### src/sv/tlr_pkg.sv
// Package of the teleinformation label reader: codes, widths, control word and microprogram.
package tlr_pkg;

  localparam int MAX_FIELD   = 16;
  localparam int LABEL_CHARS = 8;
  localparam int FIELD_W     = $clog2(MAX_FIELD + 1);
  localparam int FIELD_AW    = $clog2(MAX_FIELD);
  localparam int LABEL_AW    = (LABEL_CHARS > 1) ? $clog2(LABEL_CHARS) : 1;
  localparam int LABEL_W     = 64;
  localparam int LEN_W       = 4;
  localparam int TIMEOUT_W   = 16;
  localparam int CFG_IDX_W   = 2;

  localparam logic [TIMEOUT_W-1:0] TIMEOUT_RESET = 16'd1000;

  localparam logic [CFG_IDX_W-1:0] REG_LABEL     = 2'd0;
  localparam logic [CFG_IDX_W-1:0] REG_LABEL_LEN = 2'd1;
  localparam logic [CFG_IDX_W-1:0] REG_TIMEOUT   = 2'd2;

  localparam logic [1:0] OP_BYTE  = 2'd0;
  localparam logic [1:0] OP_TICK  = 2'd1;
  localparam logic [1:0] OP_START = 2'd2;
  localparam logic [1:0] OP_ABORT = 2'd3;

  localparam logic [2:0] ST_FRAME = 3'd0;
  localparam logic [2:0] ST_LINE  = 3'd1;
  localparam logic [2:0] ST_LABEL = 3'd2;
  localparam logic [2:0] ST_VALUE = 3'd3;
  localparam logic [2:0] ST_CKSUM = 3'd4;
  localparam logic [2:0] ST_EOL   = 3'd5;

  localparam logic [1:0] RS_IDLE = 2'd0;
  localparam logic [1:0] RS_RUN  = 2'd1;
  localparam logic [1:0] RS_DATA = 2'd2;
  localparam logic [1:0] RS_ERR  = 2'd3;

  localparam logic [4:0] EV_NOP        = 5'd0;
  localparam logic [4:0] EV_FRAME_END  = 5'd1;
  localparam logic [4:0] EV_FRAME_GO   = 5'd2;
  localparam logic [4:0] EV_WAIT_START = 5'd3;
  localparam logic [4:0] EV_LINE_GO    = 5'd4;
  localparam logic [4:0] EV_LINE_ERR0  = 5'd5;
  localparam logic [4:0] EV_OVERFLOW   = 5'd6;
  localparam logic [4:0] EV_LABEL_DONE = 5'd7;
  localparam logic [4:0] EV_LABEL_CHAR = 5'd8;
  localparam logic [4:0] EV_VALUE_DONE = 5'd9;
  localparam logic [4:0] EV_VALUE_CHAR = 5'd10;
  localparam logic [4:0] EV_CKSUM_OK   = 5'd11;
  localparam logic [4:0] EV_CKSUM_BAD  = 5'd12;
  localparam logic [4:0] EV_FOUND      = 5'd13;
  localparam logic [4:0] EV_NOT_FOUND  = 5'd14;
  localparam logic [4:0] EV_LINE_ERR   = 5'd15;
  localparam logic [4:0] EV_TIMEOUT    = 5'd16;

  localparam logic [6:0] CH_STX   = 7'h02;
  localparam logic [6:0] CH_ETX   = 7'h03;
  localparam logic [6:0] CH_EOT   = 7'h04;
  localparam logic [6:0] CH_LF    = 7'h0A;
  localparam logic [6:0] CH_CR    = 7'h0D;
  localparam logic [6:0] CH_SPACE = 7'h20;

  // Microprogram steps and jump conditions.
  localparam logic [1:0] UA_FETCH = 2'd0;
  localparam logic [1:0] UA_EXEC  = 2'd1;
  localparam logic [1:0] UA_DRAIN = 2'd2;

  localparam logic [1:0] UC_NEVER    = 2'd0;
  localparam logic [1:0] UC_ALWAYS   = 2'd1;
  localparam logic [1:0] UC_IN_ACC   = 2'd2;
  localparam logic [1:0] UC_OUT_LAST = 2'd3;

  typedef struct packed {
    logic       in_ready;
    logic       exec;
    logic       out_valid;
    logic [1:0] cond;
    logic [1:0] jump_to;
    logic [1:0] next_to;
  } tlr_uword_t;

  typedef struct packed {
    logic load_item;
    logic exec;
    logic out_take;
  } tlr_ctrl_t;

  function automatic tlr_uword_t tlr_urom(input logic [1:0] addr);
    tlr_uword_t w;
    w = '0;
    unique case (addr)
      UA_FETCH: w = '{in_ready: 1'b1, exec: 1'b0, out_valid: 1'b0, cond: UC_IN_ACC,
                      jump_to: UA_EXEC, next_to: UA_FETCH};
      UA_EXEC:  w = '{in_ready: 1'b0, exec: 1'b1, out_valid: 1'b0, cond: UC_ALWAYS,
                      jump_to: UA_DRAIN, next_to: UA_DRAIN};
      UA_DRAIN: w = '{in_ready: 1'b0, exec: 1'b0, out_valid: 1'b1, cond: UC_OUT_LAST,
                      jump_to: UA_FETCH, next_to: UA_DRAIN};
      default:  w = '{in_ready: 1'b0, exec: 1'b0, out_valid: 1'b0, cond: UC_ALWAYS,
                      jump_to: UA_FETCH, next_to: UA_FETCH};
    endcase
    return w;
  endfunction

endpackage

### src/sv/tlr_useq.sv
// Microprogram sequencer: step counter, control ROM and conditional jumps.
module tlr_useq (
  input  logic                  clk,
  input  logic                  rst,
  input  logic                  in_valid,
  input  logic                  out_ready,
  input  logic                  out_last,
  output logic                  in_ready,
  output logic                  out_valid,
  output tlr_pkg::tlr_ctrl_t    ctrl
);

  logic [1:0]          upc;
  logic [1:0]          upc_next;
  tlr_pkg::tlr_uword_t uword;
  logic                cond_true;

  assign uword     = tlr_pkg::tlr_urom(upc);
  assign in_ready  = uword.in_ready;
  assign out_valid = uword.out_valid;

  assign ctrl.load_item = uword.in_ready & in_valid;
  assign ctrl.exec      = uword.exec;
  assign ctrl.out_take  = uword.out_valid & out_ready;

  always_comb begin
    case (uword.cond)
      tlr_pkg::UC_NEVER:    cond_true = 1'b0;
      tlr_pkg::UC_ALWAYS:   cond_true = 1'b1;
      tlr_pkg::UC_IN_ACC:   cond_true = uword.in_ready & in_valid;
      tlr_pkg::UC_OUT_LAST: cond_true = uword.out_valid & out_ready & out_last;
      default:              cond_true = 1'b0;
    endcase
    upc_next = cond_true ? uword.jump_to : uword.next_to;
  end

  always_ff @(posedge clk) begin
    if (rst) begin
      upc <= tlr_pkg::UA_FETCH;
    end else begin
      upc <= upc_next;
    end
  end

endmodule

### src/sv/tlr_datapath.sv
// Datapath: parser state, configuration, value store and result registers.
module tlr_datapath (
  input  logic                                clk,
  input  logic                                rst,
  input  tlr_pkg::tlr_ctrl_t                  ctrl,
  input  logic                                cfg_write,
  input  logic [tlr_pkg::CFG_IDX_W-1:0]       cfg_index,
  input  logic [tlr_pkg::LABEL_W-1:0]         cfg_data,
  input  logic [1:0]                          opcode,
  input  logic [7:0]                          byte_value,
  input  logic                                counter_select,
  output logic [4:0]                          event_res,
  output logic [1:0]                          status,
  output logic                                activation,
  output logic                                selection,
  output logic [6:0]                          value_char,
  output logic [4:0]                          value_length,
  output logic                                last
);

  localparam int FW = tlr_pkg::FIELD_W;
  localparam int AW = tlr_pkg::FIELD_AW;

  logic [tlr_pkg::LABEL_W-1:0]   search_label;
  logic [tlr_pkg::LEN_W-1:0]     search_label_length;
  logic [tlr_pkg::TIMEOUT_W-1:0] timeout_ms;

  logic [1:0] item_op;
  logic [6:0] item_car;
  logic       item_sel;

  logic [2:0]  stage, stage_next;
  logic [1:0]  read_status, read_status_next;
  logic        sel, sel_next;
  logic        act, act_next;
  logic [15:0] elapsed, elapsed_next;
  logic [FW-1:0] field_index, field_index_next;
  logic        label_match, label_match_next;
  logic [5:0]  cksum, cksum_next;
  logic        cksum_err, cksum_err_next;
  logic [FW-1:0] stored_len, stored_len_next;

  logic [4:0]  ev;
  logic        mem_we;
  logic [6:0]  value_mem [tlr_pkg::MAX_FIELD];
  logic [AW-1:0] emit_idx;
  logic [AW-1:0] emit_idx_next;
  logic [15:0] elapsed_inc;
  logic [7:0]  want;
  logic [5:0]  cksum_add;
  logic        label_ok;

  assign elapsed_inc   = (elapsed == 16'hFFFF) ? elapsed : elapsed + 16'd1;
  assign want          = search_label[8 * field_index[tlr_pkg::LABEL_AW-1:0] +: 8];
  assign cksum_add     = cksum + item_car[5:0];
  assign label_ok      = (field_index < FW'(tlr_pkg::LABEL_CHARS)) &&
                         (field_index < FW'(search_label_length));
  assign emit_idx_next = emit_idx + AW'(1);

  always_comb begin
    stage_next       = stage;
    read_status_next = read_status;
    sel_next         = sel;
    act_next         = act;
    elapsed_next     = elapsed;
    field_index_next = field_index;
    label_match_next = label_match;
    cksum_next       = cksum;
    cksum_err_next   = cksum_err;
    stored_len_next  = stored_len;
    ev               = tlr_pkg::EV_NOP;
    mem_we           = 1'b0;
    if (item_op == tlr_pkg::OP_START) begin
      stored_len_next  = '0;
      sel_next         = item_sel;
      read_status_next = tlr_pkg::RS_RUN;
      act_next         = 1'b1;
      elapsed_next     = '0;
      stage_next       = tlr_pkg::ST_FRAME;
    end else if (item_op == tlr_pkg::OP_ABORT) begin
      act_next         = 1'b0;
      sel_next         = 1'b0;
      read_status_next = tlr_pkg::RS_IDLE;
    end else if (read_status != tlr_pkg::RS_RUN) begin
      ev = tlr_pkg::EV_NOP;
    end else if (item_op == tlr_pkg::OP_TICK) begin
      elapsed_next = elapsed_inc;
      if (elapsed_inc > timeout_ms) begin
        read_status_next = tlr_pkg::RS_ERR;
        act_next         = 1'b0;
        ev               = tlr_pkg::EV_TIMEOUT;
      end
    end else if (item_car == tlr_pkg::CH_ETX || item_car == tlr_pkg::CH_EOT) begin
      stage_next     = tlr_pkg::ST_FRAME;
      cksum_err_next = 1'b0;
      ev             = tlr_pkg::EV_FRAME_END;
    end else begin
      unique case (stage)
        tlr_pkg::ST_FRAME: begin
          if (item_car == tlr_pkg::CH_STX) begin
            stage_next = tlr_pkg::ST_LINE;
            ev         = tlr_pkg::EV_FRAME_GO;
          end else begin
            ev = tlr_pkg::EV_WAIT_START;
          end
        end
        tlr_pkg::ST_LINE: begin
          if (item_car == tlr_pkg::CH_LF) begin
            field_index_next = '0;
            label_match_next = 1'b1;
            cksum_next       = '0;
            stage_next       = tlr_pkg::ST_LABEL;
            ev               = tlr_pkg::EV_LINE_GO;
          end else begin
            stage_next = tlr_pkg::ST_FRAME;
            ev         = tlr_pkg::EV_LINE_ERR0;
          end
        end
        tlr_pkg::ST_LABEL: begin
          if (field_index >= FW'(tlr_pkg::MAX_FIELD)) begin
            stage_next = tlr_pkg::ST_FRAME;
            ev         = tlr_pkg::EV_OVERFLOW;
          end else if (item_car == tlr_pkg::CH_SPACE) begin
            if (field_index != FW'(search_label_length)) begin
              label_match_next = 1'b0;
            end
            cksum_next       = cksum + 6'h20;
            field_index_next = '0;
            stage_next       = tlr_pkg::ST_VALUE;
            ev               = tlr_pkg::EV_LABEL_DONE;
          end else begin
            if (!label_ok || want != {1'b0, item_car}) begin
              label_match_next = 1'b0;
            end
            cksum_next       = cksum_add;
            field_index_next = field_index + FW'(1);
            ev               = tlr_pkg::EV_LABEL_CHAR;
          end
        end
        tlr_pkg::ST_VALUE: begin
          if (field_index >= FW'(tlr_pkg::MAX_FIELD)) begin
            stage_next = tlr_pkg::ST_FRAME;
            ev         = tlr_pkg::EV_OVERFLOW;
          end else if (item_car == tlr_pkg::CH_SPACE) begin
            stored_len_next = field_index;
            stage_next      = tlr_pkg::ST_CKSUM;
            ev              = tlr_pkg::EV_VALUE_DONE;
          end else begin
            mem_we           = 1'b1;
            cksum_next       = cksum_add;
            field_index_next = field_index + FW'(1);
            ev               = tlr_pkg::EV_VALUE_CHAR;
          end
        end
        tlr_pkg::ST_CKSUM: begin
          stage_next = tlr_pkg::ST_EOL;
          if (item_car == {1'b0, cksum} + 7'h20) begin
            cksum_err_next = 1'b0;
            ev             = tlr_pkg::EV_CKSUM_OK;
          end else begin
            cksum_err_next = 1'b1;
            ev             = tlr_pkg::EV_CKSUM_BAD;
          end
        end
        tlr_pkg::ST_EOL: begin
          if (item_car == tlr_pkg::CH_CR) begin
            if (!cksum_err && label_match) begin
              read_status_next = tlr_pkg::RS_DATA;
              act_next         = 1'b0;
              ev               = tlr_pkg::EV_FOUND;
            end else begin
              stage_next = tlr_pkg::ST_LINE;
              ev         = tlr_pkg::EV_NOT_FOUND;
            end
          end else begin
            stage_next = tlr_pkg::ST_FRAME;
            ev         = tlr_pkg::EV_LINE_ERR;
          end
        end
        default: begin
          stage_next = tlr_pkg::ST_FRAME;
          ev         = tlr_pkg::EV_NOP;
        end
      endcase
    end
  end

  always_ff @(posedge clk) begin
    if (rst) begin
      search_label        <= '0;
      search_label_length <= '0;
      timeout_ms          <= tlr_pkg::TIMEOUT_RESET;
    end else if (cfg_write) begin
      case (cfg_index)
        tlr_pkg::REG_LABEL:     search_label        <= cfg_data;
        tlr_pkg::REG_LABEL_LEN: search_label_length <= cfg_data[tlr_pkg::LEN_W-1:0];
        tlr_pkg::REG_TIMEOUT:   timeout_ms          <= cfg_data[tlr_pkg::TIMEOUT_W-1:0];
        default: ;
      endcase
    end
  end

  always_ff @(posedge clk) begin
    if (ctrl.load_item) begin
      item_op  <= opcode;
      item_car <= byte_value[6:0];
      item_sel <= counter_select;
    end
  end

  always_ff @(posedge clk) begin
    if (rst) begin
      stage       <= tlr_pkg::ST_FRAME;
      read_status <= tlr_pkg::RS_IDLE;
      sel         <= 1'b0;
      act         <= 1'b0;
      elapsed     <= '0;
      field_index <= '0;
      label_match <= 1'b1;
      cksum       <= '0;
      cksum_err   <= 1'b0;
      stored_len  <= '0;
    end else if (ctrl.exec) begin
      stage       <= stage_next;
      read_status <= read_status_next;
      sel         <= sel_next;
      act         <= act_next;
      elapsed     <= elapsed_next;
      field_index <= field_index_next;
      label_match <= label_match_next;
      cksum       <= cksum_next;
      cksum_err   <= cksum_err_next;
      stored_len  <= stored_len_next;
    end
  end

  always_ff @(posedge clk) begin
    if (ctrl.exec && mem_we) begin
      value_mem[field_index[AW-1:0]] <= item_car;
    end
  end

  // Result registers; the value store is read here, one entry per result.
  always_ff @(posedge clk) begin
    if (ctrl.exec) begin
      event_res  <= ev;
      status     <= read_status_next;
      activation <= act_next;
      selection  <= sel_next;
      emit_idx   <= '0;
      if (ev == tlr_pkg::EV_FOUND) begin
        value_length <= 5'(stored_len);
        value_char   <= (stored_len != '0) ? value_mem[0] : '0;
        last         <= (stored_len <= FW'(1));
      end else begin
        value_length <= '0;
        value_char   <= '0;
        last         <= 1'b1;
      end
    end else if (ctrl.out_take && !last) begin
      emit_idx   <= emit_idx_next;
      value_char <= value_mem[emit_idx_next];
      last       <= ({1'b0, emit_idx_next} + FW'(1)) == stored_len;
    end
  end

endmodule

### src/sv/teleinfo_label_reader.sv
// Top level of the teleinformation label reader: sequencer and datapath.
//
//   Channel  Direction  Handshake              Payload
//   in       input      in_valid / in_ready    opcode, byte_value, counter_select
//   out      output     out_valid / out_ready  event_res, status, activation, selection,
//                                              value_char, value_length, last
//   cfg      input      cfg_write              cfg_index, cfg_data
//
// Each item runs a three-step microprogram: fetch, execute, drain.
// An item holds the sequencer until its last result is taken (a found line gives
// one per value character); the drain step holds one result at a time.
// A stalled output holds the sequencer in the drain step, with in_ready low.
// Synchronous reset returns the sequencer to fetch and the parser to frame wait.
module teleinfo_label_reader (
  input  logic                            clk,
  input  logic                            rst,
  input  logic                            in_valid,
  output logic                            in_ready,
  input  logic [1:0]                      opcode,
  input  logic [7:0]                      byte_value,
  input  logic                            counter_select,
  output logic                            out_valid,
  input  logic                            out_ready,
  output logic [4:0]                      event_res,
  output logic [1:0]                      status,
  output logic                            activation,
  output logic                            selection,
  output logic [6:0]                      value_char,
  output logic [4:0]                      value_length,
  output logic                            last,
  input  logic                            cfg_write,
  input  logic [tlr_pkg::CFG_IDX_W-1:0]   cfg_index,
  input  logic [tlr_pkg::LABEL_W-1:0]     cfg_data
);

  tlr_pkg::tlr_ctrl_t ctrl;

  tlr_useq u_useq (
    .clk       (clk),
    .rst       (rst),
    .in_valid  (in_valid),
    .out_ready (out_ready),
    .out_last  (last),
    .in_ready  (in_ready),
    .out_valid (out_valid),
    .ctrl      (ctrl)
  );

  tlr_datapath u_datapath (
    .clk            (clk),
    .rst            (rst),
    .ctrl           (ctrl),
    .cfg_write      (cfg_write),
    .cfg_index      (cfg_index),
    .cfg_data       (cfg_data),
    .opcode         (opcode),
    .byte_value     (byte_value),
    .counter_select (counter_select),
    .event_res      (event_res),
    .status         (status),
    .activation     (activation),
    .selection      (selection),
    .value_char     (value_char),
    .value_length   (value_length),
    .last           (last)
  );

endmodule

### config.mk
export PLATFORM = sky130hd
export DESIGN_NAME = teleinfo_label_reader
export DESIGN_NICKNAME = d
export VERILOG_FILES = /design/src/sv/tlr_pkg.sv /design/src/sv/tlr_useq.sv /design/src/sv/tlr_datapath.sv /design/src/sv/teleinfo_label_reader.sv
export SDC_FILE = /design/constraint.sdc
export NUM_CORES = 1
export LEC_CHECK = 0
export ABC_AREA = 0
export BUFFER_PORTS_ARGS = -buffer_cell sky130_fd_sc_hd__buf_2
export CORE_MARGIN = 5
export CORE_UTILIZATION = 45
export DETAILED_ROUTE_END_ITERATION = 8
export PLACE_DENSITY = 0.65
export SYNTH_ARGS = -nofsm -noshare
export SYNTH_HDL_FRONTEND = slang
export SYNTH_HIERARCHICAL = 1
export SYNTH_SLANG_ARGS = --single-unit
### constraint.sdc
create_clock -name clk -period 8.17 [get_ports clk]
set_input_delay 2.0425 -clock clk [delete_from_list [all_inputs] [get_ports clk]]
set_output_delay 2.0425 -clock clk [all_outputs]
set_load 0.01 [all_outputs]
# Yosys cells after proc, flatten, opt, wreduce, memory -nomap -nowiden

Memory sizes are Yosys's and may differ from the RTL's.
Index checks and enable logic that the tools add are counted.
Widths: inputs -> output; s select.

Register bits: 163
RAM bits: 112
Input bits: 82
Output and inout bits: 24
Logic and storage cells: 224
Memories kept: 1

Add/subtract/negate cells: 7
Magnitude comparators: 5
Eq/ne operators: 43
Shift operators: 1
Muxes and demuxes: 104
Bitwise logic cells: 8
Reduce and logical (&&, ||, !) cells: 30

Memories:

| name                 | depth | width | read ports | clocked after memory_dff | wr ports | line               | RTL |
|---|---|---|---|---|---|---|---|
| u_datapath.value_mem | 16    | 7     | 2          | 0                        | 1        | tlr_datapath.sv:45 | `logic [6:0] value_mem [tlr_pkg::MAX_FIELD];` |

Operator list:

| cell                  | count |
|---|---|
| $mux 5                | 21 |
| $mux 16               | 5 |
| $shiftx 64x7->8       | 1 |
| $mux 3                | 13 |
| $mux 1                | 34 |
| $mux 6                | 5 |
| $pmux 5 s6            | 1 |
| $mux 2                | 14 |
| $mux 7                | 4 |
| $pmux 9 s3            | 1 |
| $reduce_and 11->1     | 2 |
| $pmux 3 s6            | 1 |
| $pmux 6 s3            | 1 |
| $add 16x1->16 const B | 1 |
| $eq 16x16->1 const B  | 1 |
| $gt 16x16->1          | 1 |
| $reduce_and 8->1      | 2 |
| $pmux 5 s3            | 1 |
| $eq 7x2->1 const B    | 2 |
| $eq 7x4->1 const B    | 2 |
| $ne 2x1->1 const B    | 7 |
| $eq 2x2->1 const B    | 6 |
| $reduce_bool 2->1     | 6 |
| $ne 5x1->1 const B    | 2 |
| 41 further kinds      | 64 |

# Longest topological paths before layout

Gate-level depths: netlist of the first run.

Depth after elaboration: 13
Depth in mapped cells: 15
Mapped depth without buffers: 14

# Modules after synthesis

Netlist of the first run, hierarchy kept.

Modules (own cells, without submodules):

| module       | instances | cells an instance | area each (µm²) | sequential area each (µm²) |
|---|---|---|---|---|
| tlr_datapath | 1         | 1152              | 12642.1         | 6906.6 |
| tlr_useq     | 1         | 20                | 197.7           | 40.0 |

# Worst setup path after synthesis of the first run

No wires, ideal clock.

Path kind: reg2reg
From: register u_datapath.emit_idx[0]
To: register u_datapath.value_char[2], data pin
Setup time: 0.256 ns
Arrival time: 3.301 ns
Data required time: 7.914 ns
Path slack: 4.612 ns
Stages on the path, launching flop included: 12
Path buffers: 5
Period minus slack after synthesis: 3.558 ns
Cell sequence: dfxtp_1 -> clkbuf_1 -> buf_1 -> buf_2 -> inv_1 -> ha_1 -> buf_1 -> buf_1 -> mux4_2 -> mux2i_1 -> a21oi_1 -> a22o_1

Cells in the longest elaborated chain, start to end: 4

RTL lines:

| element                         | line                | RTL |
|---|---|---|
| from (decl)                     | tlr_datapath.sv:46  | `logic [AW-1:0] emit_idx;` |
| from (signal assigned)          | tlr_datapath.sv:261 | `emit_idx <= emit_idx_next;` |
| $add 4x1->4                     | tlr_datapath.sv:58  | `assign emit_idx_next = emit_idx + AW'(1);` |
| net u_datapath.emit_idx_next[0] | tlr_datapath.sv:47  | `logic [AW-1:0] emit_idx_next;` |
| $mem_v2 16x7                    | -                   |  |
| $mux 7                          | tlr_datapath.sv:260 | `end else if (ctrl.out_take && !last) begin` |
| $mux 7                          | tlr_datapath.sv:245 | `if (ctrl.exec) begin` |
| to (signal assigned)            | tlr_datapath.sv:253 | `value_char <= (stored_len != '0) ? value_mem[0] : '0;` |
| to (signal assigned)            | tlr_datapath.sv:262 | `value_char <= value_mem[emit_idx_next];` |
| to (decl)                       | tlr_datapath.sv:16  | `output logic [6:0] value_char,` |

The timed path passes the listed nets, and every way through them passes these cells. The select of a mux whose other input is x is not followed.
A chain may end at the register's enable or synchronous reset.

==> results of run 1 <==
[worst max-delay path: stages, from the launching register on]
cell	delay (ps)
dfxtp_1	330
inv_1	100
ha_1	150
buf_4	330
inv_1	300
nor4_1	790
nor4b_1	740
nand2_1	300
nor3_1	1030
[layer usage]
| layer | track usage (%) | share of wire (%) | vias to the layer above |
|---|---|---|---|
| met3 | 3.437 | 6.7 | 35 |
| met2 | 27.19 | 43 | 281 |
| met5 | 0 | 0 | - |
| li1 | - | - | 4445 |
| met4 | 4.093 | 1.8 | 0 |
| met1 | 28.15 | 48 | 4272 |
[sequential cells by signal, summed over array words and instances (netlist names), 2 cells and up]
register                        cells
u_datapath/stage                    3
u_datapath/item_car                 7
u_datapath/elapsed                 16
u_datapath/item_op                  2
u_datapath/value_char               7
u_useq/upc                          2
u_datapath/search_label_length      4
u_datapath/value_mem              112
u_datapath/value_length             5
u_datapath/field_index              5
u_datapath/search_label            64
u_datapath/stored_len               5
u_datapath/event_res                5
u_datapath/timeout_ms              16
u_datapath/emit_idx                 4
u_datapath/status                   2
u_datapath/read_status              2
u_datapath/cksum                    6
[cell families after synthesis]
kind of cell / count (synthesis) / synth area share [%]
buffers and inverters: 95 / 2.943
and+or+nand+nor: 405 / 15.32
adders and majority gates: 41 / 4.054
xor gates and xnor gates: 33 / 2.251
DFF: 275 / 54.10
muxes: 72 / 8.946
AOI/OAI and AO/OA: 251 / 12.39
[power breakdown]
| part | leakage [uW] | total (uW) | internal, uW | switching (uW) |
|---|---|---|---|---|
| registers | 0.00237 | 1630 | 1560 | 70.9 |
| logic | 0.00234 | 490 | 207 | 282 |
| clock network | 0.000481 | 1310 | 789 | 521 |
| total | 0.00519 | 3430 | 2560 | 874 |
[stage by stage]
stage | hold WS [ps] | util, % | power [uW] | instances | area (sq um)
floorplan | 432.3 | - | 1989 | 1172 | 12840
global placement | 440.9 | 48.85 | 2143 | 1603 | 13680
detailed placement | 446.1 | 48.85 | 2153 | 1603 | 13680
CTS | 454.6 | 52.30 | 3470 | 1655 | 14650
global route | 475.8 | 52.30 | 3593 | 1655 | 14650
finish | 453.5 | 52.30 | 3433 | 1655 | 14650
[layout make-up]
class	count	area (sq um)	share of cell area, %
flip-flops and latches	275	6949	47.44
multi-input cells	802	5528	37.73
clock buffers	36	804.5	5.492
repair buffers	116	613.1	4.185
well taps	378	473.0	3.229
clock inverters	16	161.4	1.102
inverters	32	120.1	0.8200
[cells in the final DEF, fill, tap and decap left out, drive strengths merged, types with 5 or more instances in the layout]
cell type  Yosys  routed
nand3b         7       7
nand4          8       8
mux2i         36      36
a21o           7       7
o211ai        11      11
o21a           6       6
xnor2         19      19
a221oi         7       7
or3b           6       6
a211oi        11      11
nand3         21      21
a31oi         12      12
and3           8       8
nand2        190     190
o21ai         28      28
nand2b        17      17
xor2          14      14
clkbuf        42      36
nor2          63      63
and2           9       9
a22o          12      12
or3           12      12
ha            40      40
buf           21     116
nor3b          5       5
a22oi          6       6
edfxtp       144     144
clkinv         0      11
a21oi        124     124
dfxtp        131     131
inv           32      33
nor3          15      15
mux4          34      34
nor2b         21      21
[cells in the mapped netlist (4+ instances only)]
| cell type | count | area [sq um] |
|---|---|---|
| and2_1 | 8 | 50.05 |
| a21oi_1 | 123 | 615.6 |
| a22o_1 | 12 | 105.1 |
| nor3_1 | 14 | 70.07 |
| mux2i_1 | 36 | 360.4 |
| a21o_1 | 7 | 52.55 |
| xor2_1 | 14 | 122.6 |
| and3_1 | 8 | 50.05 |
| a22oi_1 | 6 | 45.04 |
| dfxtp_1 | 131 | 2623 |
| buf_1 | 14 | 52.55 |
| mux4_2 | 34 | 765.7 |
| inv_1 | 32 | 120.1 |
| nand2_1 | 190 | 713.2 |
| nor4_1 | 4 | 25.02 |
| nand4_1 | 8 | 50.05 |
| a221oi_1 | 7 | 61.31 |
| o211ai_1 | 11 | 82.58 |
| nor3b_1 | 5 | 37.54 |
| o21a_1 | 6 | 45.04 |
| nand3_1 | 21 | 105.1 |
| edfxtp_1 | 144 | 4324 |
| nand3b_1 | 7 | 52.55 |
| a31oi_1 | 12 | 75.07 |
| o21ai_0 | 28 | 140.1 |
| a211oi_1 | 11 | 82.58 |
| buf_2 | 5 | 25.02 |
| xnor2_1 | 19 | 166.4 |
| ha_1 | 40 | 500.5 |
| a32o_1 | 4 | 40.04 |
| nor2_1 | 61 | 229.0 |
| nand2b_1 | 17 | 106.4 |
| clkbuf_1 | 42 | 157.7 |
| or3_1 | 12 | 75.07 |
| nor2b_1 | 21 | 131.4 |
[worst max path at each step]
stage / startpoint / endpoint / slack [ps] / cells past startpoint
detailed placement: u_useq/upc[1] / u_datapath/value_mem[1][1] / 3730 / 8
CTS: u_useq/upc[1] / u_datapath/value_mem[1][0] / 3710 / 8
finish: u_useq/upc[1] / u_datapath/value_mem[1][0] / 3710 / 8
floorplan: u_datapath/emit_idx[0] / u_datapath/value_char[2] / 4610 / 11
global placement: u_useq/upc[1] / u_datapath/value_mem[1][5] / 3900 / 8
global route: u_useq/upc[1] / u_datapath/value_mem[1][0] / 3490 / 8
==> summary.md, run 1 <==
| Metric | Value |
|---|---|
| Worst-Skew Late Latency | `between 500 and 600 ps` |
| CTS Sinks | `~280` |
| Hold Path Class | `flip-flop to flip-flop` |
| Final worst slack | `about 3700 ps` |
| CTS H-tree lvls | `1` |
| Yosys warns | `6` |
| Reg2reg end | `u_datapath/value_mem[1][0]` |
| Core Rows | `slightly above 60` |
| Clock Tree Buf Depth | `3` |
| Die H | `about 180 um` |
| Clk slew on worst S/H paths | `60 ps` |
| Final hold vios | `0` |
| Filler cells | `roughly 2.5k` |
| Place WS | `~3700 ps` |
| DR WL/cell | `between 15 and 20 um` |
| Fin. max-slew vios | `0` |
| FMAX | `~0.22 GHz` |
| Mapped Area | `~13000 sq um` |
| Maximum VDD drop | `between 0.1 and 0.15 mV` |
| Ratio of cells with drive above 1 in the final layout | `17.46%` |
| Avg Inst Size Synth | `10.96 sq um` |
| Async set-reset flop share out of synthesis | `0%` |
| Initial antenna violation count | `0` |
| Synthesized flop and latch total | `275` |
| Area grow syn2layout | `14.09%` |
| Clock Tree Root | `clkbuf_16` |
| Reg2reg setup slack | `between 3000 and 4000 ps` |
| CTS Buf Count | `29` |
| I/O pins | `106` |
| Port Buffers | `roughly 100` |
| CP arrival | `4610 ps` |
| Die ar. | `around 32000 sq um` |
| Top FF cell, synth | `edfxtp_1` |
| Post-route minimum period | `4456 ps` |
| Leakage | `about 0.0052 uW` |
| Placeable Area | `~28000 sq um` |
| Critical Path Sink Type | `flip-flop` |
| WS Path Type | `flip-flop to flip-flop` |
| Post-CTS setup buffer count | `0` |
| Hpwl dp | `between 15000 and 20000 um` |
| Register area share after synthesis | `between 50% and 60%` |
| Final setup fails | `0` |
| Hold Crit Endpoint | `u_datapath/search_label[60]` |
| RSZ-0062 raised after global routing | `no` |
| Layout net count | `around 1.4k` |
| Total Wirelength | `roughly 29000 um` |
| Max-Cap Viols | `0` |
| Gate Count Post-Synth | `roughly 1.2k` |
| Post-CTS sizing | `0` |
| Chip width | `178.9 um` |
| Initial Util | `45.84%` |
| Power Dens Cells | `between 200 and 250 nW/um^2` |
| Final ANT Viol Nets | `0` |
| R2r startpoint | `u_useq/upc[1]` |
| First-pass GRT wire length | `between 40000 and 50000 um` |
| Via count | `about 9k` |
| WP data required | `about 8300 ps` |
| WHS Path Cells | `2` |
| Pin slew with the least headroom to its limit | `1267 ps` |
| Rel. slew slack | `between 10 and 15%` |
| Yosys cell types | `72` |
| Placer Congestion | `roughly 0.84` |
| Worst clock skew | `around 19 ps` |
| CTS tree | `done` |
| DRC | `0` |
| Fin crit share | `54.54%` |
| # diodes | `0` |
| Mean number of vias per cell | `around 5.5` |
| Initial DRC count | `a little under 700` |
| Net Count, Synth | `1295` |
| Post-CTS Hold Buffers | `0` |
| First-pass DRT Iterations | `5` |
| Overflow after GRT | `0` |
| Crit path launch type | `flip-flop` |
| Status | `finished clean` |
| TNS Setup | `0 ps` |
| Vias in the first global route | `a little under 9k` |
| Worst-case reg-to-reg path depth | `8` |
| Total track usage | `a little under a fifth` |
| Post-synth EDFFs | `approximately 140` |
| CP max FO | `31` |
| Largest net degree at the start of global routing | `67` |
| Hold wc startpoint | `u_datapath/search_label[60]` |
No activity file was read; power rests on OpenSTA's default activity.
==> inputs of run 2 (changes only) <==
- clock period: 8.17 -> 4.3 ns (I/O delays scaled with it)
==> run 2 against run 1 <==
Net effect:
- combinational power rose by 100%
- total power is 95% higher
- non-clock buffer count grew 10
- first-iteration DRC count grew 9.3%
- register-to-register slack worse by 2900 ps
- critical path type unchanged
- critical endpoint is now u_datapath/event_res[4]
- largest cell class unchanged
==> summary.md, run 2 (synthesis gave the netlist of run 1 again) <==
| Metric | Value |
|---|---|
| WS Path Type | `flip-flop to flip-flop` |
| Total track usage | `a little under a fifth` |
| Post-CTS Hold Buffers | `0` |
| Area grow syn2layout | `15.07%` |
| Core Rows | `between 60 and 70` |
| Hold Path Class | `flip-flop to flip-flop` |
| Final setup fails | `0` |
| Fin crit share | `around four fifths` |
| Most frequent cells in the layout | `190 x nand2_1, 144 x edfxtp_1, 129 x dfxtp_1` |
| Clock Tree Root | `clkbuf_16` |
| Hpwl dp | `slightly above 20000 um` |
| Total Wirelength | `roughly 30000 um` |
| CP Launch Point | `u_datapath/elapsed[2]` |
| CTS tree | `done` |
| Worst-case reg-to-reg path depth | `13` |
| CP arrival | `between 3000 and 4000 ps` |
| Initial Util | `45.84%` |
| I/O pins | `between 100 and 150` |
| Worst setup path end | `u_datapath/event_res[4]` |
| Final ANT Viol Nets | `0` |
| Clock Tree Buf Depth | `3` |
| CTS H-tree lvls | `1` |
| First-pass DRT Iterations | `5` |
| Die ar. | `roughly 32000 sq um` |
| Post-CTS setup buffer count | `0` |
| Clk slew on worst S/H paths | `around 60 ps` |
| Mean number of vias per cell | `5.563` |
| Crit path launch type | `flip-flop` |
| WP data required | `about 4600 ps` |
| TNS Setup | `0 ps` |
| Worst clock skew | `10.78 ps` |
| Vias in the first global route | `between 8k and 9k` |
| Layout net count | `approximately 1.4k` |
| Most common cell after layout, fill and taps aside | `nand2_1` |
| DRC | `0` |
| Chip width | `178.9 um` |
| Critical Path Sink Type | `flip-flop` |
| Via count | `9268` |
| Largest net degree at the start of global routing | `65` |
| Power Dens Cells | `roughly 450 nW/um^2` |
| Maximum VDD drop | `0.2798 mV` |
| CTS Buf Count | `29` |
| FMAX | `between 0.2 and 0.3 GHz` |
| Pin slew with the least headroom to its limit | `roughly 1000 ps` |
| Reg2reg end | `u_datapath/event_res[4]` |
| Leakage | `0.005244 uW` |
| Ratio of cells with drive above 1 in the final layout | `between 10% and 20%` |
| Overflow after GRT | `0` |
| # diodes | `0` |
| First-pass GRT wire length | `~47000 um` |
| CTS Sinks | `~280` |
| Placeable Area | `approximately 28000 sq um` |
| Reg2reg setup slack | `between 800 and 900 ps` |
| Post-CTS sizing | `0` |
| Placer Congestion | `~0.86` |
| Max reg flops | `between 100 and 150` |
| Max-Cap Viols | `0` |
| RSZ-0062 raised after global routing | `no` |
| Status | `finished clean` |
| Initial antenna violation count | `0` |
| Fin. max-slew vios | `0` |
| R2r startpoint | `u_datapath/elapsed[2]` |
| Die H | `178.9 um` |
| Initial DRC count | `between 700 and 800` |
| DR WL/cell | `between 15 and 20 um` |
| Final hold vios | `0` |
| Port Buffers | `approximately 100` |
| CP max FO | `7` |
| Post-route minimum period | `around 3500 ps` |
| Rel. slew slack | `32.60%` |
| Worst-Skew Late Latency | `between 500 and 600 ps` |
| Final Util | `between 50 and 60%` |
run 2: cell types whose count changed in the layout (fill, tap and decap cells not counted), sizes merged:
cell and change:
clkinv -7, buf +10, clkinvlp +3, inv -1, bufinv +3, clkbuf +3
run 2: final cells by class:
type | instances | area, sq um
inverter | 32 | 120.1
multi-input combinational | 802 | 5528
fill | 2505 | 13240
tap | 378 | 473.0
clock buffer | 39 | 793.3
sequential | 275 | 6949
clock inverter | 14 | 224.0
timing repair buffer | 126 | 688.2
run 2: how the worst min path moves through the flow:
stage                           startpoint                           to  cells past startpoint  slack (ps)
2_1_floorplan         u_datapath/cksum_err         u_datapath/cksum_err                      2         430
3_3_place_gp   u_datapath/search_label[63]  u_datapath/search_label[63]                      2         440
3_5_place_dp   u_datapath/search_label[41]  u_datapath/search_label[41]                      2         450
4_1_cts        u_datapath/search_label[41]  u_datapath/search_label[41]                      2         450
5_1_grt        u_datapath/search_label[41]  u_datapath/search_label[41]                      2         470
6_report       u_datapath/search_label[23]  u_datapath/search_label[23]                      2         450
run 2: worst max-delay path, stage by stage, from the launching register on:
cell and delay [ps]:
dfxtp_1 430, and3_1 250, and4_1 350, and4_1 260, and3_1 190, xnor2_1 120, nand2_1 100, ha_1 300
nand4_1 120, or3_1 460, o21ai_0 270, nor2_1 70, o21a_1 140, and2_1 150
run 2: report_power, final:
| group | internal (uW) | switching (uW) | leakage [uW] |
|---|---|---|---|
| logic | 409 | 586 | 0.00239 |
| registers | 2970 | 90.5 | 0.00237 |
| clock network | 1650 | 1000 | 0.000481 |
run 2: metrics by stage:
| stage | power [uW] | hold WS (ps) | worst slack (ps) | instance area (sq um) | std cells |
|---|---|---|---|---|---|
| after detailed placement | 4112 | 445.1 | 883.4 | 13760 | 1613 |
| after global routing | 6996 | 470.3 | 580.2 | 14780 | 1666 |
| after CTS | 6767 | 453.5 | 858.6 | 14780 | 1666 |
| after floorplan | 3779 | 432.3 | 742.2 | 12840 | 1172 |
| after global placement | 4091 | 440.0 | 935.9 | 13760 | 1613 |
| final | 6701 | 452.2 | 834.1 | 14780 | 1666 |
run 2: routing by layer:
metal / wire [um] / vias up / track usage, %
li1: - / 4458 / -
met1: 14530 / 4468 / 28.41
met2: 12750 / 294 / 26.97
met3: 1740 / 48 / 2.868
met4: 674 / 0 / 4.573
met5: 0 / - / 0
